[config.mk]
export PLATFORM = sky130hd
export DESIGN_NAME = prime_test_trial_division_core
export DESIGN_NICKNAME = d
export VERILOG_FILES = /design/src/design/ptd_pkg.sv /design/src/design/prime_test_trial_division_core.sv /design/src/design/ptd_div.sv /design/src/design/ptd_seq.sv
export SDC_FILE = /design/constraint.sdc
export NUM_CORES = 1
export LEC_CHECK = 0
export BUFFER_PORTS_ARGS = -buffer_cell sky130_fd_sc_hd__buf_4
export CAP_MARGIN = 25
export CORE_MARGIN = 5
export CORE_UTILIZATION = 51
export DETAILED_ROUTE_END_ITERATION = 7
export HOLD_SLACK_MARGIN = 0.06
export PLACE_DENSITY = 0.7
export SYNTH_ARGS = -nofsm -noshare
export SYNTH_HDL_FRONTEND = slang
export SYNTH_HIERARCHICAL = 1
export SYNTH_SLANG_ARGS = --single-unit
[constraint.sdc]
create_clock -name clk -period 6.94 [get_ports clk]
set_clock_uncertainty 0.1 [all_clocks]
set_input_delay 2.082 -clock clk [delete_from_list [all_inputs] [get_ports clk]]
set_output_delay 2.082 -clock clk [all_outputs]
set_load 0.02 [all_outputs]
[src/design/ptd_pkg.sv]
`timescale 1ns / 1ps
// -----------------------------------------------------------------------------
// ptd_pkg
// Shared types, constants and the microcode program of the trial-division
// primality tester.
// -----------------------------------------------------------------------------
package ptd_pkg;

	localparam int NUM_BITS_DEF = 31;

	// Arithmetic constants of the 6k +/- 1 wheel
	localparam int SMALLEST_PRIME    = 2;
	localparam int FIRST_ODD_PRIME   = 3;
	localparam int TRIAL_START       = 5;
	localparam int WHEEL_STEP        = 6;
	localparam int PAIR_OFFSET       = 2;
	localparam int SMALL_PRIME_LIMIT = 9;

	localparam int PC_W = 5;

	// Datapath operations, one per control word
	typedef enum logic [2:0] {
		OP_NONE,
		OP_LOAD,
		OP_DIVC,
		OP_DIVC2,
		OP_ADD6,
		OP_EMIT1,
		OP_EMIT0
	} op_t;

	// Jump conditions; a true condition loads the target, else advance
	typedef enum logic [3:0] {
		C_NEXT,
		C_ALWAYS,
		C_IN_NONE,
		C_N_LE1,
		C_N_EQ2,
		C_N_EVEN,
		C_N_LT9,
		C_N_DIV3,
		C_REM_ZERO,
		C_Q_LT_C,
		C_DIV_BUSY,
		C_OUT_BLOCKED
	} cond_t;

	typedef struct packed {
		op_t              op;
		cond_t            cond;
		logic [PC_W-1:0]  target;
	} ucode_t;

	// Datapath status seen by the sequencer
	typedef struct packed {
		logic in_none;
		logic n_le1;
		logic n_eq2;
		logic n_even;
		logic n_lt9;
		logic n_div3;
		logic rem_zero;
		logic q_lt_c;
		logic div_busy;
		logic out_blocked;
	} status_t;

	// Program labels
	localparam logic [PC_W-1:0] L_WAIT   = PC_W'(0);
	localparam logic [PC_W-1:0] L_LOOP   = PC_W'(6);
	localparam logic [PC_W-1:0] L_DIVCW  = PC_W'(7);
	localparam logic [PC_W-1:0] L_DIVC2W = PC_W'(11);
	localparam logic [PC_W-1:0] L_TRUE   = PC_W'(14);
	localparam logic [PC_W-1:0] L_FALSE  = PC_W'(16);

	function automatic ucode_t ucode_rom(input logic [PC_W-1:0] pc);
		ucode_t w;
		unique case (pc)
			PC_W'(0):  w = '{OP_LOAD,  C_IN_NONE,     L_WAIT};
			PC_W'(1):  w = '{OP_NONE,  C_N_LE1,       L_FALSE};
			PC_W'(2):  w = '{OP_NONE,  C_N_EQ2,       L_TRUE};
			PC_W'(3):  w = '{OP_NONE,  C_N_EVEN,      L_FALSE};
			PC_W'(4):  w = '{OP_NONE,  C_N_LT9,       L_TRUE};
			PC_W'(5):  w = '{OP_NONE,  C_N_DIV3,      L_FALSE};
			PC_W'(6):  w = '{OP_DIVC,  C_NEXT,        L_WAIT};
			PC_W'(7):  w = '{OP_NONE,  C_DIV_BUSY,    L_DIVCW};
			PC_W'(8):  w = '{OP_NONE,  C_Q_LT_C,      L_TRUE};
			PC_W'(9):  w = '{OP_NONE,  C_REM_ZERO,    L_FALSE};
			PC_W'(10): w = '{OP_DIVC2, C_NEXT,        L_WAIT};
			PC_W'(11): w = '{OP_NONE,  C_DIV_BUSY,    L_DIVC2W};
			PC_W'(12): w = '{OP_NONE,  C_REM_ZERO,    L_FALSE};
			PC_W'(13): w = '{OP_ADD6,  C_ALWAYS,      L_LOOP};
			PC_W'(14): w = '{OP_EMIT1, C_OUT_BLOCKED, L_TRUE};
			PC_W'(15): w = '{OP_NONE,  C_ALWAYS,      L_WAIT};
			PC_W'(16): w = '{OP_EMIT0, C_OUT_BLOCKED, L_FALSE};
			PC_W'(17): w = '{OP_NONE,  C_ALWAYS,      L_WAIT};
			default:   w = '{OP_NONE,  C_ALWAYS,      L_WAIT};
		endcase
		return w;
	endfunction

endpackage

[src/design/prime_test_trial_division_core.sv]
`timescale 1ns / 1ps
// -----------------------------------------------------------------------------
// prime_test_trial_division_core
// Primality test by trial division over the 6k +/- 1 wheel, run by a small
// microcoded sequencer over one shared serial divider.
// -----------------------------------------------------------------------------
// Takes one NUM_BITS-bit unsigned number per transfer and returns one
// prime_flag per transfer, in order. Items are handled one at a time:
// number_stall stays high from acceptance until the program has loaded the
// result into the output register and returned to its wait step. Small cases
// (0, 1, 2, even values, odd values below 9) and multiples of 3 are settled
// by compares and a mod-3 residue tree. Every other number runs trial steps
// for c = 5, 11, 17, ... while c*c <= n; each step divides n by c and by
// c + 2 on the serial divider, whose one-bit-per-cycle loop carries most of
// the running time. The bound c*c <= n is taken from the quotient of the
// same n / c division (c <= n / c), so it never overflows. The result sits
// in an output register, so the next number is taken while a finished flag
// still waits.
// -----------------------------------------------------------------------------
module prime_test_trial_division_core #(
	parameter int NUM_BITS = ptd_pkg::NUM_BITS_DEF
) (
	input  logic                clk,
	input  logic                arst_n,
	input  logic                number_valid,
	output logic                number_stall,
	input  logic [NUM_BITS-1:0] number,
	output logic                result_valid,
	input  logic                result_stall,
	output logic                prime_flag
);
	import ptd_pkg::*;

	op_t                 op;
	status_t             status;

	logic [NUM_BITS-1:0] n_q;
	logic [NUM_BITS-1:0] c_q;
	logic                out_valid_q;
	logic                flag_q;

	logic                div_start;
	logic [NUM_BITS-1:0] div_divisor;
	logic                div_busy;
	logic [NUM_BITS-1:0] div_quo;
	logic [NUM_BITS-1:0] div_rem;
	logic                out_blocked;
	logic                emit;

	// Sequencer: walks the microprogram, one control word per cycle
	ptd_seq u_seq (
		.clk    (clk),
		.arst_n (arst_n),
		.status (status),
		.op     (op)
	);

	// Shared divider: n by c and by c + 2
	ptd_div #(
		.NUM_BITS (NUM_BITS)
	) u_div (
		.clk       (clk),
		.arst_n    (arst_n),
		.start     (div_start),
		.dividend  (n_q),
		.divisor   (div_divisor),
		.busy      (div_busy),
		.quotient  (div_quo),
		.remainder (div_rem)
	);

	// Take a number only at the wait step of the program
	assign number_stall = op != OP_LOAD;

	assign div_start = op == OP_DIVC || op == OP_DIVC2;

	always_comb begin
		unique case (op)
			OP_DIVC2: div_divisor = c_q + NUM_BITS'(PAIR_OFFSET);
			default:  div_divisor = c_q;
		endcase
	end

	// Hold the output while the sink stalls; a new flag waits for a free slot
	assign out_blocked = out_valid_q && result_stall;
	assign emit        = (op == OP_EMIT1 || op == OP_EMIT0) && !out_blocked;

	// Residue of v modulo 3: every base-4 digit is worth 1 mod 3, so add the
	// digits in a balanced tree, then fold the small sum twice
	function automatic logic [1:0] residue3(input logic [63:0] v);
		logic [6:0] acc [32];
		logic [3:0] fold1;
		logic [2:0] fold2;
		for (int i = 0; i < 32; i++) begin
			acc[i] = 7'(v[2*i +: 2]);
		end
		for (int w = 16; w >= 1; w = w >> 1) begin
			for (int i = 0; i < w; i++) begin
				acc[i] = acc[2*i] + acc[2*i+1];
			end
		end
		fold1 = 4'(acc[0][1:0]) + 4'(acc[0][3:2]) + 4'(acc[0][5:4]) + 4'(acc[0][6]);
		fold2 = 3'(fold1[1:0]) + 3'(fold1[3:2]);
		if (fold2 >= 3'(FIRST_ODD_PRIME)) begin
			fold2 = fold2 - 3'(FIRST_ODD_PRIME);
		end
		return fold2[1:0];
	endfunction

	always_comb begin
		status.in_none     = !number_valid;
		status.n_le1       = n_q <= NUM_BITS'(1);
		status.n_eq2       = n_q == NUM_BITS'(SMALLEST_PRIME);
		status.n_even      = !n_q[0];
		status.n_lt9       = n_q < NUM_BITS'(SMALL_PRIME_LIMIT);
		status.n_div3      = residue3(64'(n_q)) == '0;
		status.rem_zero    = div_rem == '0;
		status.q_lt_c      = div_quo < c_q;
		status.div_busy    = div_busy;
		status.out_blocked = out_blocked;
	end

	// Operand registers: load the number, advance the wheel candidate by six
	always_ff @(posedge clk) begin
		if (op == OP_LOAD && number_valid) begin
			n_q <= number;
			c_q <= NUM_BITS'(TRIAL_START);
		end else if (op == OP_ADD6) begin
			c_q <= c_q + NUM_BITS'(WHEEL_STEP);
		end
	end

	always_ff @(posedge clk or negedge arst_n) begin
		if (!arst_n) begin
			out_valid_q <= 1'b0;
		end else if (emit) begin
			out_valid_q <= 1'b1;
		end else if (!result_stall) begin
			out_valid_q <= 1'b0;
		end
	end

	always_ff @(posedge clk) begin
		if (emit) begin
			flag_q <= op == OP_EMIT1;
		end
	end

	assign result_valid = out_valid_q;
	assign prime_flag   = flag_q;

`ifndef ASSERT_OFF
	// A division is started only when the divider is free
	a_div_start_idle: assert property (@(posedge clk) disable iff (!arst_n)
		div_start |-> !div_busy)
		else $error("divider started while busy");

	// A new number is never taken while a division is still running
	a_accept_div_idle: assert property (@(posedge clk) disable iff (!arst_n)
		(number_valid && !number_stall) |-> !div_busy)
		else $error("number accepted during a division");

	// A result appears only after an emit step of the program
	a_result_from_emit: assert property (@(posedge clk) disable iff (!arst_n)
		$rose(result_valid) |-> ($past(op) == OP_EMIT1 || $past(op) == OP_EMIT0))
		else $error("result raised without an emit step");
`endif

endmodule

[src/design/ptd_div.sv]
`timescale 1ns / 1ps
// -----------------------------------------------------------------------------
// ptd_div
// Restoring serial divider: one quotient bit per cycle, gives quotient and
// remainder once busy has fallen.
// -----------------------------------------------------------------------------
module ptd_div #(
	parameter int NUM_BITS = ptd_pkg::NUM_BITS_DEF
) (
	input  logic                clk,
	input  logic                arst_n,
	input  logic                start,
	input  logic [NUM_BITS-1:0] dividend,
	input  logic [NUM_BITS-1:0] divisor,
	output logic                busy,
	output logic [NUM_BITS-1:0] quotient,
	output logic [NUM_BITS-1:0] remainder
);
	import ptd_pkg::*;

	localparam int CW = $clog2(NUM_BITS + 1);

	logic [CW-1:0]       cnt_q;
	logic [NUM_BITS-1:0] rem_q;
	logic [NUM_BITS-1:0] quo_q;
	logic [NUM_BITS-1:0] dvs_q;
	logic [NUM_BITS:0]   trial;
	logic                fits;

	assign trial = {rem_q, quo_q[NUM_BITS-1]};
	assign fits  = trial >= {1'b0, dvs_q};

	always_ff @(posedge clk or negedge arst_n) begin
		if (!arst_n) begin
			cnt_q <= '0;
		end else if (start) begin
			cnt_q <= CW'(NUM_BITS);
		end else if (busy) begin
			cnt_q <= cnt_q - CW'(1);
		end
	end

	always_ff @(posedge clk) begin
		if (start) begin
			rem_q <= '0;
			quo_q <= dividend;
			dvs_q <= divisor;
		end else if (busy) begin
			// shift in the next dividend bit, subtract where it fits
			if (fits) begin
				rem_q <= NUM_BITS'(trial - {1'b0, dvs_q});
			end else begin
				rem_q <= trial[NUM_BITS-1:0];
			end
			quo_q <= {quo_q[NUM_BITS-2:0], fits};
		end
	end

	assign busy      = cnt_q != '0;
	assign quotient  = quo_q;
	assign remainder = rem_q;

endmodule

[src/design/ptd_seq.sv]
`timescale 1ns / 1ps
// -----------------------------------------------------------------------------
// ptd_seq
// Microcode sequencer: step counter, program ROM and conditional jumps.
// -----------------------------------------------------------------------------
module ptd_seq (
	input  logic            clk,
	input  logic            arst_n,
	input  ptd_pkg::status_t status,
	output ptd_pkg::op_t     op
);
	import ptd_pkg::*;

	logic [PC_W-1:0] pc_q;
	logic [PC_W-1:0] pc_next;
	ucode_t          word;
	logic            take;

	assign word = ucode_rom(pc_q);
	assign op   = word.op;

	always_comb begin
		unique case (word.cond)
			C_NEXT:        take = 1'b0;
			C_ALWAYS:      take = 1'b1;
			C_IN_NONE:     take = status.in_none;
			C_N_LE1:       take = status.n_le1;
			C_N_EQ2:       take = status.n_eq2;
			C_N_EVEN:      take = status.n_even;
			C_N_LT9:       take = status.n_lt9;
			C_N_DIV3:      take = status.n_div3;
			C_REM_ZERO:    take = status.rem_zero;
			C_Q_LT_C:      take = status.q_lt_c;
			C_DIV_BUSY:    take = status.div_busy;
			C_OUT_BLOCKED: take = status.out_blocked;
			default:       take = 1'b1;
		endcase
	end

	always_comb begin
		if (take) begin
			pc_next = word.target;
		end else begin
			pc_next = pc_q + PC_W'(1);
		end
	end

	always_ff @(posedge clk or negedge arst_n) begin
		if (!arst_n) begin
			pc_q <= L_WAIT;
		end else begin
			pc_q <= pc_next;
		end
	end

endmodule
# == Word level (Yosys, flattened, before mapping) ==
# Memory sizes are Yosys's and may differ from the RTL's.
# Index checks and enable logic that the tools add are counted.
# totals
ff_bits,167
rom_bits,384
word_cells,83
n_memories,1
# op_classes
add_sub_neg,25
order_cmp,5
eq_ne,19
n_mux,11
reduce_logical,13
# mem_list
memory,words,width,read_ports,rd_clocked_by_memory_dff,write_ports,line_no,source
(name not given),32,12,1,0,0,ptd_pkg.sv:78,unique case (pc)
# ops
op,count
$mux W31,4
$ge A32 B31 Y1,1
$add A31 B2 Y31 const B,1
$add A31 B3 Y31 const B,1
$eq A31 B2 Y1 const B,1
$le A31 B1 Y1 const B,1
$logic_not A31 Y1,1
$lt A31 B31 Y1,1
$lt A31 B4 Y1 const B,1
$sub A31 B31 Y31,1
$add A2 B2 Y3,9
$add A3 B3 Y4,4
$eq A4 B3 Y1 const B,4
$eq A4 B4 Y1 const B,4
$mux W5,3
$pmux W1 S11,1
$add A4 B4 Y5,2
$eq A3 B3 Y1 const B,3
$eq A4 B2 Y1 const B,2
$add A5 B5 Y6,1
$eq A3 B2 Y1 const B,2
$add A5 B1 Y5 const B,1
$reduce_bool A5 Y1,1
$sub A5 B1 Y5 const B,1
16 further kinds,22

# == Logic depth before layout (Yosys ltp) ==
# logic_depth
depth_word,13
mapped_depth,30
ltp_nobuf,30

# == By module ==
# The synthesis kept the hierarchy.
# by_module_without_submodules
module,instances,cells_each,area_each_um2,seq_area_each_um2
ptd_div,1,584,5805.6,2607.5
prime_test_trial_division_core,1,526,4901.0,1586.5
ptd_seq,1,96,858.3,125.1

# == Least setup slack after synthesis ==
# No wires, ideal clock.
# synth_path
path_kind,reg-to-reg
from,reg n_q[1]
to,reg u_seq.pc_q[4]
setup_ps,125
t_arrival_ps,7388
required_time_ps,6715
slack_ps,-673
path_stages_with_launch,29
n_path_buf,0
synth_period_minus_slack_ps,7613
cell_sequence,edfxtp_1 -> inv_1 -> fa_1 -> inv_1 -> fa_1 -> fa_1 -> fa_1 -> inv_1 -> fa_1 -> inv_1 -> ha_1 -> a21o_1 -> a21oi_1 -> nor2b_1 -> o21ai_0 -> nand2b_1 -> fa_1 -> ha_1 -> ha_1 -> ha_1 -> fa_1 -> ha_1 -> nor3_1 -> nor2_1 -> mux2_2 -> mux4_2 -> nor3_4 -> nor2_2 -> mux2_4
# synth_rtl
item,line_no,source
from (decl),prime_test_trial_division_core.sv:37,logic [NUM_BITS-1:0] n_q;
from (signal assigned),prime_test_trial_division_core.sv:126,n_q <= number;
to (signal assigned),ptd_seq.sv:52,pc_q <= pc_next;
to (decl),ptd_seq.sv:14,logic [PC_W-1:0] pc_q;

==> impl_metrics.json <==
{
  "status": "complete, but fails checks",
  "failed_checks": "negative setup slack",
  "synth_top_area_cell": "edfxtp_1",
  "syn2layout_area_growth_pct": 13.0,
  "worstSetupEndpointType": "flop",
  "syn_avg_cell_area_um2": 9.59,
  "start_util_pct": 51.4,
  "synth_common_cells": "inv_1 (122), nor2_1 (99), edfxtp_1 (94), nand2_1 (94), ha_1 (85)",
  "synthCells": 1206,
  "start_kind": "flop",
  "setup_ws_ns": -0.599,
  "async_reset_ff_share_pct": 6.63,
  "period_needed_ns": 7.54,
  "portBuffers": 37,
  "first_pass_iters": 5,
  "grt.total_usage_pct": 20.2,
  "multiInputGateArea_mm2": 0.00666,
  "max_freq_ghz": 0.133,
  "ctsHoldBuffers": 0,
  "setup_viol": 5,
  "die_area_mm2": 0.0258,
  "yosys.cell_count.top_type": "inv_1",
  "ioPinCount": 38,
  "antenna_left": 0,
  "ys_seq_area_share_pct": 37.3,
  "clockRootBuffer": "clkbuf_16",
  "drive_gt1_share_pct": 16.8,
  "netlist.area_leader.share_pct": 24.4,
  "rrSetupSlack_ns": -0.60,
  "antenna_found_initial": 0,
  "cp_data_required_time_ns": 7.15,
  "yosys_warnings": 6,
  "min-delay-path-class": "flop to flop",
  "row_count": 55,
  "fin_crit_sh_pct": 109,
  "critical-path-max-stage-delay_ns": 0.54,
  "ys_ff_latch": 166,
  "cap_viol_max_count": 0,
  "reg2reg_from": "n_q[16]",
  "cp.arrival_ns": 7.75,
  "cts_tree": "built",
  "slew_headroom_pct": 36.2,
  "grt_max_degree": 61,
  "slowest_stage": "fa_1",
  "reg2regPathDepth": 30,
  "hold_viol": 0,
  "vias": 8819,
  "cts.htree.levels": 4,
  "synth_area_leaders": "edfxtp_1 (24%), dfxtp_1 (11%), ha_1 (9.2%)",
  "synth.distinct_cells": 93,
  "grt_pass1_vias": 8742,
  "worstHoldStart": "u_div/remainder[1]",
  "numCtsBuffers": 17,
  "ff_latch_area_mm2": 0.00432,
  "dpl.cell_count": 1524,
  "tightest_slew_ns": 0.955,
  "crit_type": "flop to flop",
  "avgRoutedWirePerCell_um": 16.6,
  "drt_iter0_markers": 381,
  "clock_path_buffers": 2,
  "dp_hpwl_um": 19600,
  "fillers": 1926,
  "nNetsFinal": 1414,
  "syn_nets": 1355,
  "clk_pin_slew_ns": 0.07,
  "drt_wl_total_um": 25900,
  "drc": 0,
  "core-area_mm2": 0.0225,
  "hold_path_end": "u_div/remainder[1]",
  "synth_ff_type": "edfxtp_1",
  "grt.overflow.total": 0,
  "die_w_um": 161,
  "synth_edf_count": 94,
  "die_h_um": 161,
  "insertion_delay_ns": 0.43,
  "critPathMaxFanout": 3,
  "whs_path_depth": 2,
  "maxSlewViolCount": 0,
  "viasPerCell": 5.64,
  "netlist_area_mm2": 0.0116,
  "r2r-end": "u_seq/pc_q[4]",
  "cts.sinks": 166,
  "finalWeightedCongestion": 0.937,
  "final_cells": 1563,
  "n_antenna_cell": 0,
  "grt_pass1_wl_um": 42800,
  "grt_setup_unrepaired": "yes"
}
[worst max-delay path, delay by kind of cell, from the launching register on]
kind | cells | cell delay (ns)
fa+ha+maj | 13 | 4.41
buf+inv | 7 | 0.47
simple gates | 4 | 0.55
xor+xnor | 1 | 0.19
mux | 3 | 1.05
flops | 1 | 0.42
compound gates | 2 | 0.21
[layout make-up]
cell class,count,area share (%)
Sequential cell,166,33.1
Inverter,124,3.56
Timing Repair Buffer,88,5.21
Clock buffer,17,3.26
Multi-Input combinational cell,868,51.0
Tap cell,285,2.73
Clock inverter,15,1.19
[flip-flops by register name, summed over array words and instances (netlist names)]
name             cells
prime_flag           1
u_div/dvs_q         31
u_seq/pc_q           5
c_q                 30
u_div/quotient      31
u_div/cnt_q          5
u_div/remainder     31
result_valid         1
n_q                 31
[logic make-up (layout without fill, tap and decap cells)]
family	Yosys count	count (layout)	synth area share [%]
simple gates	396	396	17.8
compound gates	229	229	13.7
buf+inv	172	244	6.09
flops	166	166	37.3
fa+ha+maj	114	114	14.2
xor+xnor	78	78	5.91
mux	50	50	4.89
other cells	1	1	0.0324
[cells in the final DEF, fill, tap and decap left out, types with 15 or more instances in the layout]
cell / instances
inv_1: 117
nor2_1: 98
nand2_1: 94
edfxtp_1: 94
buf_4: 87
ha_1: 80
a21oi_1: 71
xnor2_1: 64
dfxtp_1: 61
nand3_1: 37
mux2_2: 34
o21ai_0: 32
nor3_1: 27
nand4_1: 26
fa_1: 25
a21o_1: 21
nor4_1: 18
clkbuf_16: 17
a211oi_1: 15
[metrics by stage]
stage	instance area (µm²)	hold slack, ns	setup slack (ns)	setup TNS (ns)	utilization (%)
after floorplan	11600	0.362	-0.464	-1.52	-
after global placement	12400	0.391	-0.492	-2.16	54.9
after detailed placement	12400	0.400	-0.631	-2.88	55.0
after CTS	13000	0.412	-0.547	-2.51	57.8
after global routing	13100	0.445	-0.869	-4.13	58.1
final	13100	0.407	-0.599	-2.72	58.1
[worst max-delay path by stage]
stage	startpoint	to	cells past startpoint
global route	n_q[0]	u_seq/pc_q[4]	28
CTS	n_q[9]	u_seq/pc_q[4]	26
global placement	n_q[13]	u_seq/pc_q[4]	26
floorplan	n_q[13]	u_seq/pc_q[4]	26
detailed placement	n_q[13]	u_seq/pc_q[4]	26
finish	n_q[16]	u_seq/pc_q[4]	30
[per-layer routing]
| metal | track usage (%) | vias up | share of wire (%) |
|---|---|---|---|
| li1 | - | 4427 | - |
| met4 | 5.71 | 0 | 1.8 |
| met1 | 26.8 | 4151 | 46 |
| met2 | 34.1 | 205 | 49 |
| met5 | 0 | - | 0 |
| met3 | 3.59 | 36 | 3.9 |
[timing repair]
item,4_1_cts,5_1_grt
endpoints found under the hold margin,0,0
buffers inserted,4,3
pin swaps,6,16
cloned,0,0
endpoints found under the setup margin,5,5
resized for setup,3,9
Power is not shown: default switching activity piles up to over one toggle a cycle in this logic, so the estimate is an artifact.
